File: config.mk
export PLATFORM = sky130hd
export DESIGN_NAME = ocp_ctrl
export DESIGN_NICKNAME = d
export VERILOG_FILES = /design/src/rtl/ocp_pkg.sv /design/src/rtl/ocp_ctrl.sv
export SDC_FILE = /design/constraint.sdc
export NUM_CORES = 1
export LEC_CHECK = 0
export BUFFER_PORTS_ARGS = -buffer_cell sky130_fd_sc_hd__buf_2
export CORE_MARGIN = 2
export CORE_UTILIZATION = 47
export DETAILED_ROUTE_END_ITERATION = 12
export GPL_TIMING_DRIVEN = 0
export HOLD_SLACK_MARGIN = 0.05
export PLACE_DENSITY = 0.79
export SYNTH_ARGS = -nofsm -noshare
export SYNTH_HDL_FRONTEND = slang
export SYNTH_SLANG_ARGS = --single-unit
export TNS_END_PERCENT = 30
File: constraint.sdc
create_clock -name aclk -period 1.49 [get_ports aclk]
set_input_delay 0.2235 -clock aclk [delete_from_list [all_inputs] [get_ports aclk]]
set_output_delay 0.2235 -clock aclk [all_outputs]
set_load 0.02 [all_outputs]
File: src/rtl/ocp_pkg.sv
// ============================================================================
// ocp_pkg
// Shared types, constants and helpers of the fisheye point projection block.
// ============================================================================
package ocp_pkg;

    localparam int MAX_COEFS = 16;
    localparam int COEF_IDX_W = $clog2(MAX_COEFS);
    localparam int COEF_CNT_W = 5;
    localparam int CFG_IDX_W = 3;
    localparam int CFG_DATA_W = 32;

    localparam logic [30:0] HALF_PI_Q30 = 31'd1686629713;

    // iteration counts (last value of the step counter)
    localparam logic [5:0] SQRT_LAST = 6'd31;
    localparam logic [5:0] CORD_LAST = 6'd29;
    localparam logic [5:0] DIV_LAST  = 6'd30;
    localparam logic [5:0] MUL_LAST  = 6'd5;

    // register indexes
    localparam logic [CFG_IDX_W-1:0] CFG_CENTER_U  = 3'd0;
    localparam logic [CFG_IDX_W-1:0] CFG_CENTER_V  = 3'd1;
    localparam logic [CFG_IDX_W-1:0] CFG_AFFINE_C  = 3'd2;
    localparam logic [CFG_IDX_W-1:0] CFG_AFFINE_D  = 3'd3;
    localparam logic [CFG_IDX_W-1:0] CFG_AFFINE_E  = 3'd4;
    localparam logic [CFG_IDX_W-1:0] CFG_COEF_CNT  = 3'd5;

    // word modes
    localparam logic MODE_PROJECT = 1'b0;
    localparam logic MODE_LOAD    = 1'b1;

    typedef struct packed {
        logic                mode;
        logic signed [31:0]  pos_x;
        logic signed [31:0]  pos_y;
        logic signed [31:0]  pos_z;
        logic [3:0]          coef_index;
        logic signed [47:0]  coef_value;
    } ocp_in_t;

    typedef struct packed {
        logic signed [31:0]  pixel_u;
        logic signed [31:0]  pixel_v;
        logic                valid_res;
    } ocp_out_t;

    typedef enum logic [4:0] {
        ST_IDLE, ST_SQX, ST_SQY, ST_SQSUM, ST_SQRT, ST_CINIT, ST_CORD, ST_THETA,
        ST_HCHK, ST_HMUL, ST_HADD, ST_DINX, ST_DIVX, ST_DINY, ST_DIVY,
        ST_MULU, ST_MULV, ST_MULC, ST_MULD, ST_MULE, ST_FIN
    } ocp_state_t;

    typedef enum logic [4:0] {
        OP_NOP, OP_COEF, OP_LOAD, OP_SQX, OP_SQY, OP_SQSUM, OP_SQRT, OP_CINIT,
        OP_CORD, OP_THETA, OP_MULH, OP_HADD, OP_DINX, OP_DIVX, OP_DINY, OP_DIVY,
        OP_MULU, OP_MULV, OP_MULC, OP_MULD, OP_MULE, OP_OUT
    } ocp_op_t;

    typedef struct packed {
        ocp_op_t op;
    } ocp_cmd_t;

    typedef struct packed {
        logic in_mode;
        logic z_neg;
        logic r_zero;
        logic horn_more;
        logic last;
    } ocp_stat_t;

    // CORDIC angle step atan(2^-i) in Q1.30
    function automatic logic [30:0] atan_step(input logic [4:0] i);
        logic [30:0] s;
        case (i)
            5'd0: s = 31'd843314857;
            5'd1: s = 31'd497837830;
            5'd2: s = 31'd263043837;
            5'd3: s = 31'd133525159;
            5'd4: s = 31'd67021687;
            5'd5: s = 31'd33543515;
            5'd6: s = 31'd16775852;
            5'd7: s = 31'd8388438;
            5'd8: s = 31'd4194283;
            5'd9: s = 31'd2097149;
            default: s = 31'd1 << (5'd30 - i);
        endcase
        return s;
    endfunction

    function automatic logic signed [47:0] sat48(input logic signed [48:0] v);
        logic signed [47:0] r;
        if (v > 49'sh0_7FFF_FFFF_FFFF)
            r = 48'sh7FFF_FFFF_FFFF;
        else if (v < -49'sh0_8000_0000_0000)
            r = 48'sh8000_0000_0000;
        else
            r = v[47:0];
        return r;
    endfunction

    function automatic logic signed [31:0] sat32(input logic signed [49:0] v);
        logic signed [31:0] r;
        if (v > 50'sh0_7FFF_FFFF)
            r = 32'sh7FFF_FFFF;
        else if (v < -50'sh0_8000_0000)
            r = 32'sh8000_0000;
        else
            r = v[31:0];
        return r;
    endfunction

endpackage

File: src/rtl/ocp_ctrl.sv
// ============================================================================
// ocp_ctrl
// Sequencer: steps the datapath through one projection or coefficient load, owns the handshakes.
// ============================================================================
module ocp_ctrl
    import ocp_pkg::*;
(
    input  logic      aclk,
    input  logic      aresetn,
    input  logic      s_valid,
    output logic      s_ready,
    output logic      m_valid,
    input  logic      m_ready,
    input  ocp_stat_t stat,
    output ocp_cmd_t  cmd
);

    ocp_state_t state_reg, state_next;
    logic       m_valid_reg, m_valid_next;

    always_ff @(posedge aclk) begin
        if (!aresetn) begin
            state_reg   <= ST_IDLE;
            m_valid_reg <= 1'b0;
        end else begin
            state_reg   <= state_next;
            m_valid_reg <= m_valid_next;
        end
    end

    always_comb begin
        state_next   = state_reg;
        cmd.op       = OP_NOP;
        s_ready      = 1'b0;
        m_valid_next = m_valid_reg && !m_ready;
        case (state_reg)
            ST_IDLE: begin
                s_ready = 1'b1;
                if (s_valid) begin
                    if (stat.in_mode == MODE_LOAD) begin
                        cmd.op = OP_COEF;
                    end else begin
                        cmd.op     = OP_LOAD;
                        state_next = ST_SQX;
                    end
                end
            end
            ST_SQX: begin
                cmd.op     = OP_SQX;
                state_next = stat.z_neg ? ST_FIN : ST_SQY;
            end
            ST_SQY: begin
                cmd.op     = OP_SQY;
                state_next = ST_SQSUM;
            end
            ST_SQSUM: begin
                cmd.op     = OP_SQSUM;
                state_next = ST_SQRT;
            end
            ST_SQRT: begin
                cmd.op = OP_SQRT;
                if (stat.last) state_next = ST_CINIT;
            end
            ST_CINIT: begin
                // on the axis the pixel is the centre
                cmd.op     = OP_CINIT;
                state_next = stat.r_zero ? ST_MULC : ST_CORD;
            end
            ST_CORD: begin
                cmd.op = OP_CORD;
                if (stat.last) state_next = ST_THETA;
            end
            ST_THETA: begin
                cmd.op     = OP_THETA;
                state_next = ST_HCHK;
            end
            ST_HCHK: begin
                state_next = stat.horn_more ? ST_HMUL : ST_DINX;
            end
            ST_HMUL: begin
                cmd.op = OP_MULH;
                if (stat.last) state_next = ST_HADD;
            end
            ST_HADD: begin
                cmd.op     = OP_HADD;
                state_next = ST_HCHK;
            end
            ST_DINX: begin
                cmd.op     = OP_DINX;
                state_next = ST_DIVX;
            end
            ST_DIVX: begin
                cmd.op = OP_DIVX;
                if (stat.last) state_next = ST_DINY;
            end
            ST_DINY: begin
                cmd.op     = OP_DINY;
                state_next = ST_DIVY;
            end
            ST_DIVY: begin
                cmd.op = OP_DIVY;
                if (stat.last) state_next = ST_MULU;
            end
            ST_MULU: begin
                cmd.op = OP_MULU;
                if (stat.last) state_next = ST_MULV;
            end
            ST_MULV: begin
                cmd.op = OP_MULV;
                if (stat.last) state_next = ST_MULC;
            end
            ST_MULC: begin
                cmd.op = OP_MULC;
                if (stat.last) state_next = ST_MULD;
            end
            ST_MULD: begin
                cmd.op = OP_MULD;
                if (stat.last) state_next = ST_MULE;
            end
            ST_MULE: begin
                cmd.op = OP_MULE;
                if (stat.last) state_next = ST_FIN;
            end
            ST_FIN: begin
                if (!m_valid_reg || m_ready) begin
                    cmd.op       = OP_OUT;
                    m_valid_next = 1'b1;
                    state_next   = ST_IDLE;
                end
            end
            default: begin
                state_next = ST_IDLE;
            end
        endcase
    end

    assign m_valid = m_valid_reg;

endmodule

==> flow_summary.toml <==
[sta]
setup_viol = 10
finalClockSkew_ps = 7.32
max_slew_margin_pct = 71.9
worstMarginPinSlew_ps = 419
timing.fmax_mhz = 555
final.min_clock_period_ps = 1800
slew_viol_final = 0
timing.final.ws_setup_ps = -313
setup-tns-final_ps = -1840
holdWs_ps = 258
finalHoldViolations = 0
rsz0062_at_grt = "yes"
fin_crit_sh_pct = 121

[power]
peakVddDrop_v = 0.00154
p_leak_nw = 0.497
powerDensity_nw_per_um2 = 2110

[routing]
drc_errors = 0
drtIter0Drc = 77
viasPerCell = 7.10
drtPass1Iterations = 5
wl_per_cell_um = 22.5
antenna_left = 0
vias = 1044
routed_wl_um = 3310

[floorplan]
initial_core_util_pct = 52.1
pin_count = 16
die_w_um = 42.4
die_y_um = 42.4
dieArea_um2 = 1800
core_area_um2 = 1330
rows = 13

[grt]
grt_use_total_pct = 33.2
grt_pass1_wl_um = 4600
antenna_found_initial = 0
grt_start_max_net_pins = 11
gr-total-overflow = 0
grt_pass1_vias = 936

[synthesis]
synth_fp_nets = 109
ys_ff_latch = 6
async_reset_ff_share_pct = 0
ys_seq_area_share_pct = 17.3
synth_enable_flop_cells = 0
yosys-top-cells-count = "nand2_1, nor2_1, dfxtp_1"
synth_top_area_share_pct = 17.3
yosysTopAreaCell = "dfxtp_1"
ys_warn_count = 0
yosys-top-cells-area = "dfxtp_1, nand2_1, nor2_1, a21oi_1, buf_2"
avgSynthCellArea_um2 = 6.94
ys.flop_type = "dfxtp_1"
ys_types = 40
yosysMostFrequentCell = "nand2_1"
synth_cells = 100
syn_area_um2 = 694

[cells_and_area]
num_antenna_cells = 0
fin_cells = 147
fin_util_pct = 87.0
syn2layout_area_growth_pct = 67.0
largest_reg_flops = 5
nets = 143
layout-drive-gt1-share_pct = 53.0

[hold_path]
worstHoldPathType = "input port to flop"

[setup_path]
cp-start-kind = "flop"
arrival_ps = 1580
endpoint_kind = "output port"
crit_type = "flop to output port"
critPathRequiredTime_ps = 1270
cp_max_fo = 7

[clock_network]
clock_sinks = 6
hold_buffers = 0
cts.path.max_buffers = 2
clock_latency_ps = 250
path_clk_slew_ps = 50
cts-buffers-inserted = 3
htree_levels = 1
cts_root_buf = "clkbuf_4"
cts_tree = "built"

[placed_design]
dp_cells = 130
portBuffers = 15
post-dp-hpwl_um = 1340
place_congestion = 0.881

[status]
outcome = "finished with violations"
failed_checks = "setup timing"

[run]
cap_violations = 0
## cell families (layout without fill, tap and decap cells)
family / Yosys count / count (layout) / share of synthesized area, %
compound gates: 36 / 36 / 39.8
fa+ha+maj: 1 / 1 / 1.44
mux: 1 / 1 / 1.44
xor+xnor: 1 / 1 / 1.26
buf+inv: 14 / 46 / 8.47
flops: 6 / 6 / 17.3
simple gates: 41 / 41 / 30.3
## final cells by class
type,count,area [µm²]
fill,70,174
timing repair buffer,30,210
multi-input combinational,80,658
buffer,8,88.8
inverter,5,25.0
sequential,6,136
tap,15,18.8
clock buffer,3,22.5
## metal layers
metal	wire (µm)	track usage, %	up-vias
met5	0	0	-
met4	140	10.0	0
met3	368	8.62	21
met2	1560	52.0	84
met1	1240	44.4	494
li1	-	-	445
## layout by cell type (no fill, tap or decap), types with 2 or more instances in the layout
cell	synthesis	routed
o21ai_1	0	3
buf_4	0	20
o22ai_1	3	3
nand3_1	3	3
nor2_4	0	2
nor3b_2	2	2
dfxtp_4	0	4
buf_2	5	9
o211a_1	2	2
o32a_1	2	2
nand2_2	0	2
nor2b_1	3	2
o221ai_2	1	2
a21oi_1	5	4
clkbuf_4	0	4
o21ai_0	5	2
nor3_1	3	2
nand2_1	12	9
nand2b_1	4	4
nor2_1	9	6
inv_1	5	3
buf_6	0	6
## final timing paths
kind	from	to	slack [ps]	cells after the start
worst max-delay path	state_reg[2]$_SDFFE_PN0P_	cmd[0]	-310	7
worst min-delay path	aresetn	state_reg[4]$_SDFFE_PN0P_	260	2
worst max register to register	state_reg[2]$_SDFFE_PN0P_	state_reg[1]$_SDFFE_PN0P_	-240	6
worst min register to register	state_reg[1]$_SDFFE_PN0P_	state_reg[1]$_SDFFE_PN0P_	720	3
## through the flow
step	area, µm²	power [W]	setup WS, ps
finish	1160	0.00244	-313
global placement	801	0.00140	-221
CTS	1070	0.00205	-172
detailed placement	801	0.00142	-262
floorplan	707	0.00116	-142
global route	1160	0.00255	-368
## power breakdown
group          internal, W  total (W)  leakage, nW  switching, W
registers         0.000231   0.000332       0.0523      0.000101
clock network    0.0000912   0.000152       0.0138     0.0000605
logic             0.000901    0.00196        0.431       0.00106
total              0.00122    0.00244        0.497       0.00122
## worst max-delay path, cell delays in order, from the launching register on
cell and delay, ps:
dfxtp_4 340, buf_6 130, buf_6 130, nor2_4 140
nor3_1 80, o21ai_1 220, o221ai_2 120, buf_4 170
## timing repair
item	in CTS	in global routing
endpoints found under the setup margin	11	11
pin swaps	9	2
setup buffers	11	4
resized for setup	54	13
Note: power is estimated with default switching activity, not from simulation.
